[config.mk]
export PLATFORM = sky130hd
export DESIGN_NAME = flash_command_frame_parser
export DESIGN_NICKNAME = d
export VERILOG_FILES = /design/src/hdl/fcfp_pkg.sv /design/src/hdl/flash_command_frame_parser.sv
export SDC_FILE = /design/constraint.sdc
export NUM_CORES = 2
export LEC_CHECK = 0
export BUFFER_PORTS_ARGS = -buffer_cell sky130_fd_sc_hd__buf_2
export CORE_UTILIZATION = 45
export DETAILED_ROUTE_END_ITERATION = 16
export GPL_ROUTABILITY_DRIVEN = 1
export RECOVER_POWER = 50
export SLEW_MARGIN = 20
export SYNTH_ARGS = -nofsm -noshare
export SYNTH_HDL_FRONTEND = slang
export SYNTH_SLANG_ARGS = --single-unit
[constraint.sdc]
create_clock -name clk -period 5 [get_ports clk]
set_clock_uncertainty 0.05 [all_clocks]
set_input_delay 1 -clock clk [delete_from_list [all_inputs] [get_ports clk]]
set_output_delay 1 -clock clk [all_outputs]
set_load 0.005 [all_outputs]
[src/hdl/fcfp_pkg.sv]
package fcfp_pkg;

  localparam int DEF_MAX_PAYLOAD  = 256;
  localparam int DEF_FLASH_BYTES  = 16777216;
  localparam int DEF_SECTOR_BYTES = 4096;
  localparam int DEF_BLOCK_BYTES  = 65536;

  localparam logic [2:0] HEADER_SIZE = 3'd7;

  localparam logic [1:0] OP_BYTE    = 2'd0;
  localparam logic [1:0] OP_PROCESS = 2'd1;
  localparam logic [1:0] OP_READ    = 2'd2;

  localparam logic [1:0] RK_NONE    = 2'd0;
  localparam logic [1:0] RK_DESC    = 2'd1;
  localparam logic [1:0] RK_PAYLOAD = 2'd2;

  localparam logic [2:0] CK_UNKNOWN = 3'd0;
  localparam logic [2:0] CK_READ    = 3'd1;
  localparam logic [2:0] CK_WRITE   = 3'd2;
  localparam logic [2:0] CK_SECTOR  = 3'd3;
  localparam logic [2:0] CK_BLOCK   = 3'd4;
  localparam logic [2:0] CK_CHIP_ID = 3'd5;

  localparam logic [1:0] ST_OK       = 2'd0;
  localparam logic [1:0] ST_BAD_LEN  = 2'd1;
  localparam logic [1:0] ST_BAD_ADDR = 2'd2;
  localparam logic [1:0] ST_UNKNOWN  = 2'd3;

  localparam logic [2:0] CFG_MAGIC     = 3'd0;
  localparam logic [2:0] CFG_OPC_READ  = 3'd1;
  localparam logic [2:0] CFG_OPC_WRITE = 3'd2;
  localparam logic [2:0] CFG_OPC_SE    = 3'd3;
  localparam logic [2:0] CFG_OPC_ID    = 3'd4;
  localparam logic [2:0] CFG_OPC_BE    = 3'd5;
  localparam logic [2:0] CFG_CHIP_ID   = 3'd6;

  typedef struct packed {
    logic [1:0]  kind;
    logic [2:0]  cmd;
    logic [1:0]  status;
    logic [23:0] address;
    logic [15:0] length;
    logic [31:0] data_word;
    logic        assembling;
  } res_t;

endpackage

[src/hdl/flash_command_frame_parser.sv]
// Flash command frame parser.
// Input channel in_*: one beat per item. in_tuser carries the op (received byte,
// process pending frame, read payload byte); in_tdata carries rx_byte and
// payload_index. Output channel out_*: exactly one beat per input beat, in order;
// out_tuser is the result kind, out_tdata the descriptor / payload fields.
// Configuration port cfg_*: write-only, one register per cycle, used while idle.
// Frame bytes go to a header register file; payload bytes go to a single-port
// synchronous payload memory (one entry per write beat, registered read).
// Throughput: one beat per cycle for every op, as long as out_tready stays high.
// A result passes through stage 1, beside the payload memory read register, and
// then through the output register before it is offered.
// When the receiver stalls, the output register holds and the stage behind it
// fills; in_tready drops only once both are full, so no beat is lost.
// Reset (rst_n low, synchronous): assembler returns to idle, counts cleared,
// registers take their defaults, both pipeline stages empty. The payload memory
// is not cleared and needs no clearing pass; unwritten entries read as junk.
// Erase granules are fixed at 4 KiB (sector) and 64 KiB (block).
module flash_command_frame_parser import fcfp_pkg::*; #(
  parameter int MAX_PAYLOAD  = DEF_MAX_PAYLOAD,
  parameter int FLASH_BYTES  = DEF_FLASH_BYTES
) (
  input  logic        clk,
  input  logic        rst_n,
  input  logic        in_tvalid,
  output logic        in_tready,
  input  logic [15:0] in_tdata,   // [7:0] rx_byte, [15:8] payload_index
  input  logic [1:0]  in_tuser,   // [1:0] op
  output logic        out_tvalid,
  input  logic        out_tready,
  output logic [79:0] out_tdata,  // [2:0] command_kind, [4:3] status, [28:5] address,
                                  // [44:29] length, [76:45] data_word, [77] assembling
  output logic [1:0]  out_tuser,  // [1:0] result_kind
  input  logic        cfg_we,
  input  logic [2:0]  cfg_addr,
  input  logic [31:0] cfg_wdata
);

  localparam int PW = (MAX_PAYLOAD > 1) ? $clog2(MAX_PAYLOAD) : 1;
  localparam int CW = $clog2(MAX_PAYLOAD + 1);
  localparam logic [24:0] FLASH_LIM   = 25'(FLASH_BYTES);
  localparam logic [23:0] SECTOR_MASK = 24'(DEF_SECTOR_BYTES - 1);
  localparam logic [23:0] BLOCK_MASK  = 24'(DEF_BLOCK_BYTES - 1);
  localparam logic [16:0] MAX_LEN     = 17'(MAX_PAYLOAD);

  typedef enum logic [3:0] {
    PH_IDLE    = 4'b0001,
    PH_HEADER  = 4'b0010,
    PH_DATA    = 4'b0100,
    PH_PENDING = 4'b1000
  } phase_t;

  // configuration
  logic [7:0]  magic_r, opc_rd_r, opc_wr_r, opc_se_r, opc_id_r, opc_be_r;
  logic [31:0] chip_id_r;

  always_ff @(posedge clk) begin
    if (!rst_n) begin
      magic_r   <= 8'd0;
      opc_rd_r  <= 8'd1;
      opc_wr_r  <= 8'd2;
      opc_se_r  <= 8'd3;
      opc_id_r  <= 8'd4;
      opc_be_r  <= 8'd5;
      chip_id_r <= 32'd0;
    end else if (cfg_we) begin
      case (cfg_addr)
        CFG_MAGIC:     magic_r   <= cfg_wdata[7:0];
        CFG_OPC_READ:  opc_rd_r  <= cfg_wdata[7:0];
        CFG_OPC_WRITE: opc_wr_r  <= cfg_wdata[7:0];
        CFG_OPC_SE:    opc_se_r  <= cfg_wdata[7:0];
        CFG_OPC_ID:    opc_id_r  <= cfg_wdata[7:0];
        CFG_OPC_BE:    opc_be_r  <= cfg_wdata[7:0];
        CFG_CHIP_ID:   chip_id_r <= cfg_wdata;
        default: ;
      endcase
    end
  end

  // input side
  logic       acc;
  logic [1:0] in_op;
  logic [7:0] in_byte, in_idx;
  logic       in_range;

  assign in_op    = in_tuser;
  assign in_byte  = in_tdata[7:0];
  assign in_idx   = in_tdata[15:8];
  assign acc      = in_tvalid && in_tready;
  assign in_range = (32'(in_idx) < MAX_PAYLOAD);

  // assembler state
  phase_t          phase_r, phase_nxt;
  logic [2:0]      hcnt_r, hcnt_nxt;
  logic [CW-1:0]   pcnt_r, pcnt_nxt;
  logic [15:0]     plen_r, plen_nxt;
  logic [7:0]      header_r [HEADER_SIZE];
  logic            hdr_we;
  logic [2:0]      hdr_wa;
  logic            mem_we;
  logic [7:0]      pay_mem [MAX_PAYLOAD];
  logic [7:0]      pay_q_r;

  // descriptor from header
  logic [23:0] h_addr;
  logic [15:0] h_len, new_len;
  logic [24:0] h_end;
  logic [1:0]  xfer_st, se_st, be_st;
  res_t        desc;
  res_t        res0;
  logic        rd0;
  logic [16:0] pcnt_inc;

  assign h_addr  = {header_r[2], header_r[3], header_r[4]};
  assign h_len   = {header_r[5], header_r[6]};
  assign new_len = {header_r[5], in_byte};
  assign h_end   = {1'b0, h_addr} + 25'(h_len);

  always_comb begin
    if (h_len == 16'd0 || {1'b0, h_len} > MAX_LEN) begin
      xfer_st = ST_BAD_LEN;
    end else if (h_end > FLASH_LIM) begin
      xfer_st = ST_BAD_ADDR;
    end else begin
      xfer_st = ST_OK;
    end
    se_st = ((h_addr & SECTOR_MASK) != 24'd0 || {1'b0, h_addr} >= FLASH_LIM) ?
            ST_BAD_ADDR : ST_OK;
    be_st = ((h_addr & BLOCK_MASK) != 24'd0 || {1'b0, h_addr} >= FLASH_LIM) ?
            ST_BAD_ADDR : ST_OK;

    desc            = '0;
    desc.kind       = RK_DESC;
    desc.address    = h_addr;
    desc.length     = h_len;
    desc.cmd        = CK_UNKNOWN;
    desc.status     = ST_UNKNOWN;
    if (header_r[1] == opc_rd_r) begin
      desc.cmd    = CK_READ;
      desc.status = xfer_st;
    end else if (header_r[1] == opc_wr_r) begin
      desc.cmd    = CK_WRITE;
      desc.status = xfer_st;
    end else if (header_r[1] == opc_se_r) begin
      desc.cmd    = CK_SECTOR;
      desc.status = se_st;
    end else if (header_r[1] == opc_id_r) begin
      desc.cmd       = CK_CHIP_ID;
      desc.status    = ST_OK;
      desc.data_word = chip_id_r;
    end else if (header_r[1] == opc_be_r) begin
      desc.cmd    = CK_BLOCK;
      desc.status = be_st;
    end
  end

  assign pcnt_inc = {1'b0, 16'(pcnt_r)} + 17'd1;

  always_comb begin
    phase_nxt = phase_r;
    hcnt_nxt  = hcnt_r;
    pcnt_nxt  = pcnt_r;
    plen_nxt  = plen_r;
    hdr_we    = 1'b0;
    hdr_wa    = hcnt_r;
    mem_we    = 1'b0;
    res0      = '0;
    rd0       = 1'b0;
    if (acc) begin
      case (in_op)
        OP_BYTE: begin
          case (phase_r)
            PH_IDLE: begin
              if (in_byte == magic_r) begin
                hdr_we    = 1'b1;
                hdr_wa    = 3'd0;
                hcnt_nxt  = 3'd1;
                phase_nxt = PH_HEADER;
              end
            end
            PH_HEADER: begin
              hdr_we   = 1'b1;
              hcnt_nxt = hcnt_r + 3'd1;
              if (hcnt_r == HEADER_SIZE - 3'd1) begin
                pcnt_nxt = '0;
                plen_nxt = new_len;
                if (header_r[1] == opc_wr_r && new_len != 16'd0) begin
                  if ({1'b0, new_len} > MAX_LEN) begin
                    phase_nxt = PH_IDLE;
                    hcnt_nxt  = 3'd0;
                    plen_nxt  = 16'd0;
                  end else begin
                    phase_nxt = PH_DATA;
                  end
                end else begin
                  phase_nxt = PH_PENDING;
                end
              end
            end
            PH_DATA: begin
              mem_we   = 1'b1;
              pcnt_nxt = pcnt_r + CW'(1);
              if (pcnt_inc >= {1'b0, plen_r}) begin
                phase_nxt = PH_PENDING;
              end
            end
            default: ;
          endcase
        end
        OP_PROCESS: begin
          if (phase_r == PH_PENDING) begin
            res0      = desc;
            phase_nxt = PH_IDLE;
            hcnt_nxt  = 3'd0;
            pcnt_nxt  = '0;
            plen_nxt  = 16'd0;
          end
        end
        OP_READ: begin
          res0.kind = RK_PAYLOAD;
          rd0       = 1'b1;
        end
        default: ;
      endcase
    end
    res0.assembling = (phase_nxt != PH_IDLE);
  end

  always_ff @(posedge clk) begin
    if (!rst_n) begin
      phase_r <= PH_IDLE;
      hcnt_r  <= 3'd0;
      pcnt_r  <= '0;
      plen_r  <= 16'd0;
    end else begin
      phase_r <= phase_nxt;
      hcnt_r  <= hcnt_nxt;
      pcnt_r  <= pcnt_nxt;
      plen_r  <= plen_nxt;
    end
  end

  always_ff @(posedge clk) begin
    if (hdr_we) begin
      header_r[hdr_wa] <= in_byte;
    end
  end

  // payload memory: one write or one read per beat, never both
  always_ff @(posedge clk) begin
    if (mem_we) begin
      pay_mem[PW'(pcnt_r)] <= in_byte;
    end
    if (acc && rd0) begin
      pay_q_r <= pay_mem[PW'(in_idx)];
    end
  end

  // stage 1 and output register
  logic s1_v_r, s1_rd_r, s1_inr_r, s1_move;
  res_t s1_res_r, s1_out;
  logic out_v_r;
  res_t out_res_r;

  assign s1_move   = !out_v_r || out_tready;
  assign in_tready = !s1_v_r || s1_move;

  always_comb begin
    s1_out = s1_res_r;
    if (s1_rd_r) begin
      s1_out.data_word = s1_inr_r ? {24'd0, pay_q_r} : 32'd0;
    end
  end

  always_ff @(posedge clk) begin
    if (!rst_n) begin
      s1_v_r  <= 1'b0;
      out_v_r <= 1'b0;
    end else begin
      if (in_tready) begin
        s1_v_r <= acc;
      end
      if (s1_move) begin
        out_v_r <= s1_v_r;
      end
    end
  end

  always_ff @(posedge clk) begin
    if (acc) begin
      s1_res_r <= res0;
      s1_rd_r  <= rd0;
      s1_inr_r <= in_range;
    end
    if (s1_move && s1_v_r) begin
      out_res_r <= s1_out;
    end
  end

  assign out_tvalid = out_v_r;
  assign out_tuser  = out_res_r.kind;
  assign out_tdata  = {2'b00, out_res_r.assembling, out_res_r.data_word,
                       out_res_r.length, out_res_r.address, out_res_r.status,
                       out_res_r.cmd};

`ifndef SYNTH
  a_data_bounds: assert property (@(posedge clk) disable iff (!rst_n)
    (phase_r == PH_DATA) |-> (32'(pcnt_r) < MAX_PAYLOAD && plen_r != 16'd0))
    else $error("payload count out of range in data phase");

  a_header_count: assert property (@(posedge clk) disable iff (!rst_n)
    (phase_r == PH_HEADER) |-> (hcnt_r != 3'd0 && hcnt_r < HEADER_SIZE))
    else $error("header count out of range in header phase");

  a_payload_clean: assert property (@(posedge clk) disable iff (!rst_n)
    (out_v_r && out_res_r.kind == RK_PAYLOAD) |->
      (out_res_r.data_word[31:8] == 24'd0 && out_res_r.address == 24'd0 &&
       out_res_r.length == 16'd0 && out_res_r.cmd == CK_UNKNOWN))
    else $error("payload beat carries descriptor bits");

  a_s1_hold: assert property (@(posedge clk) disable iff (!rst_n)
    (s1_v_r && !s1_move) |=> (s1_v_r && $stable(s1_res_r)))
    else $error("stage 1 lost while output stalled");

  a_sector_align: assert property (@(posedge clk) disable iff (!rst_n)
    (out_v_r && out_res_r.kind == RK_DESC && out_res_r.cmd == CK_SECTOR &&
     out_res_r.status == ST_OK) |-> ((out_res_r.address & SECTOR_MASK) == 24'd0))
    else $error("misaligned sector erase reported ok");
`endif

endmodule
==> impl_metrics.toml <==
[status]
status = "complete, but fails checks"
violations = "max-capacitance violations, max-slew violations"

[logic_synthesis]
synth-simple-area-share_pct = 3.986
synth_area_leaders = "edfxtp_1, mux4_2, dfxtp_1"
muxShareOfSynthArea_pct = 16.46
synthDistinctLibCells = 62
netlist_area_um2 = 92790
synthArstFlopShare_pct = 0
synth-adder-area-share_pct = 0.4531
synth_xor_xnor_area_share_pct = 0.5663
synth_common_cells = "edfxtp_1, mux4_2, nor2_1"
synth.avg_cell_area_um2 = 20.77
yosys_register_bits = 2379
synth_ff_type = "edfxtp_1"
yosysMostFrequentCell = "edfxtp_1"
synth_top_family_by_area = "multiplexers"
synth.largest_area_cell = "edfxtp_1"
syn_inst = 4467
ys_seq_area_share_pct = 75.76
synth_top_area_share_pct = 73.30
synth_compound_area_share_pct = 1.605
synth_edf_count = 2265
synth_warnings = 0

[hold_path]
whs_path_depth = 3
min_path_type = "in -> reg"

[clock_tree]
cts_root_buf = "clkbuf_16"
clock_latency_ns = 0.88
cts_tree = "yes"
hold_buffers = 0
clk_pin_slew_worst_paths_ns = 0.06
clock-sinks = 2379
numCtsBuffers = 233
h-tree-depth = 4
post_cts_buffers = 0
cts_repair_resize_count = 0
clk_path_buf_depth = 3

[place]
port_buffers = 139
dp.cells = 7212
dp_slack_ns = 0.3260
gp_congestion = 0.8392
dp_hpwl_um = 134400

[sta]
finalMaxSlewViolations = 1411
fin_ws_ns = 0.6597
final.min_clock_period_ns = 4.340
fmax_mhz = 230.4
tightestPinTransition_ns = 3.698
finalCritPeriodShare_pct = 86.81
rsz0062_at_grt = "false"
slew_headroom_pct = -146.5
setup_tns_ns = 0
hold_violations = 0
setup_viol = 0

[drt]
drtIter0Drc = 4347
dr_total_vias = 44500
drc = 0
ant_nets = 0
via_per_inst = 5.816
drt_wl_total_um = 220400
firstDrtPassIters = 5
wl_per_cell_um = 28.80

[critical_path]
crit_cells = 3
cp_cell_sequence = "clkbuf_1 -> buf_4 -> clkbuf_1"
cp-start-kind = "input port"
critPathBufInv = 3
ff2ff_path_depth = 12
cp_slowest_cell = "clkbuf_1"
worstPathArrival_ns = 4.63
worst_setup_path_end_kind = "register"
critPathTopFamily = "buffers and inverters"
cpPeakStageDelay_ns = 1.60
crit_top_cell = "clkbuf_1"
critical_path_class = "in -> reg"
crit_required_ns = 5.29
crit_path_max_fanout = 46

[floorplan]
row_count = 166
initial_core_util_pct = 45.31
die-area_um2 = 208000
ios = 142
die_y_um = 456.1
fp.dieW_um = 456.1
design.core.area_um2 = 204800

[power]
peakVddDrop_mv = 0.3840
cellPowerDensity_nw_per_um2 = 390.4
p_total_uw = 40990
p_leak_uw = 0.03270

[flow_run]
cap_violations = 22

[final_layout]
utilization_pct = 51.27
layoutNonFillerInstCount = 7652
area_growth_pct = 13.15
nets = 4850
drive_gt1_share_pct = 25.56

[global_route]
grt_util_all_layers_pct = 21.26
overflow = 0
grt_pass1_wl_um = 320800
grt_pass1_vias = 45070
grt_max_degree = 193
antenna_found_initial = 10
[placed cells by master (no fill, tap or decap), types with 70 or more instances in the layout]
| master | instances |
|---|---|
| a21oi_1 | 81 |
| buf_2 | 82 |
| buf_4 | 103 |
| clkbuf_1 | 120 |
| clkbuf_16 | 236 |
| dfxtp_1 | 114 |
| edfxtp_1 | 2265 |
| mux4_2 | 672 |
| nand2_1 | 222 |
| nor2_1 | 308 |
| nor2b_1 | 70 |
[where the power goes]
part           switching, µW  leakage [µW]  internal (µW)
Combinational           1090       0.00763            733
Sequential              30.7        0.0214          21900
Clock                   7500       0.00365           9740
Total                   8610        0.0327          32400
[area by class of cell]
class                      count  area, µm²
clock buffer                 289       6105
sequential                  2379      70300
timing repair buffer         300       2262
antenna                        4      10.01
clock inverter               147       1370
inverter                      24      92.59
tap                         2688       3363
multi-input combinational   1821      21500
fill                       16090      99790
[tightest hold or removal path, stage by stage]
cell     delay (ns)
buf_2          0.09
nand2_1        0.05
a21oi_1        0.05
[path summary, 6_finish.rpt]
path,start,to,slack [ns]
worst max-delay path,in_tdata[2],pay_mem[105][2],0.66
worst min-delay path,cfg_wdata[19],chip_id_r[19],0.33
worst max register to register,pcnt_r[0],s1_out[0],1.16
worst min register to register,s1_out[49],out_tdata[5],0.36
[routing by layer]
| metal | up-vias | global-route usage [%] | part of all wire (%) |
|---|---|---|---|
| met3 | 265 | 3.716 | 6.7 |
| met5 | - | 0 | 0.0059 |
| met4 | 2 | 5.317 | 2.2 |
| met1 | 23790 | 30.86 | 43 |
| met2 | 1533 | 33.58 | 48 |
| li1 | 18920 | - | - |
[state kept, by name, summed over array words and instances (netlist names), 9 cells and up]
signal and count:
pay_mem 2048, out_tdata 78, header_r 48, s1_out 48
chip_id_r 32, s1_res_r 32, plen_r 16, pcnt_r 9
[kinds of logic (layout without fill, tap and decap cells)]
logic type,after synthesis,in the layout
buffers and inverters,268,760
DFF,2379,2379
muxes,685,685
and+or+nand+nor,810,810
xor gates and xnor gates,60,60
other,1,6
adders and majority gates,33,33
AOI/OAI and AO/OA,231,231
[metrics by stage]
| stage | area, µm² | hold WS, ns |
|---|---|---|
| after floorplan | 92800 | 0.3503 |
| after global placement | 97750 | 0.3524 |
| after detailed placement | 97760 | 0.3545 |
| after CTS | 105200 | 0.2548 |
| after global routing | 105000 | 0.2926 |
| final | 105000 | 0.3307 |
Note: power is estimated with default switching activity, not from simulation.
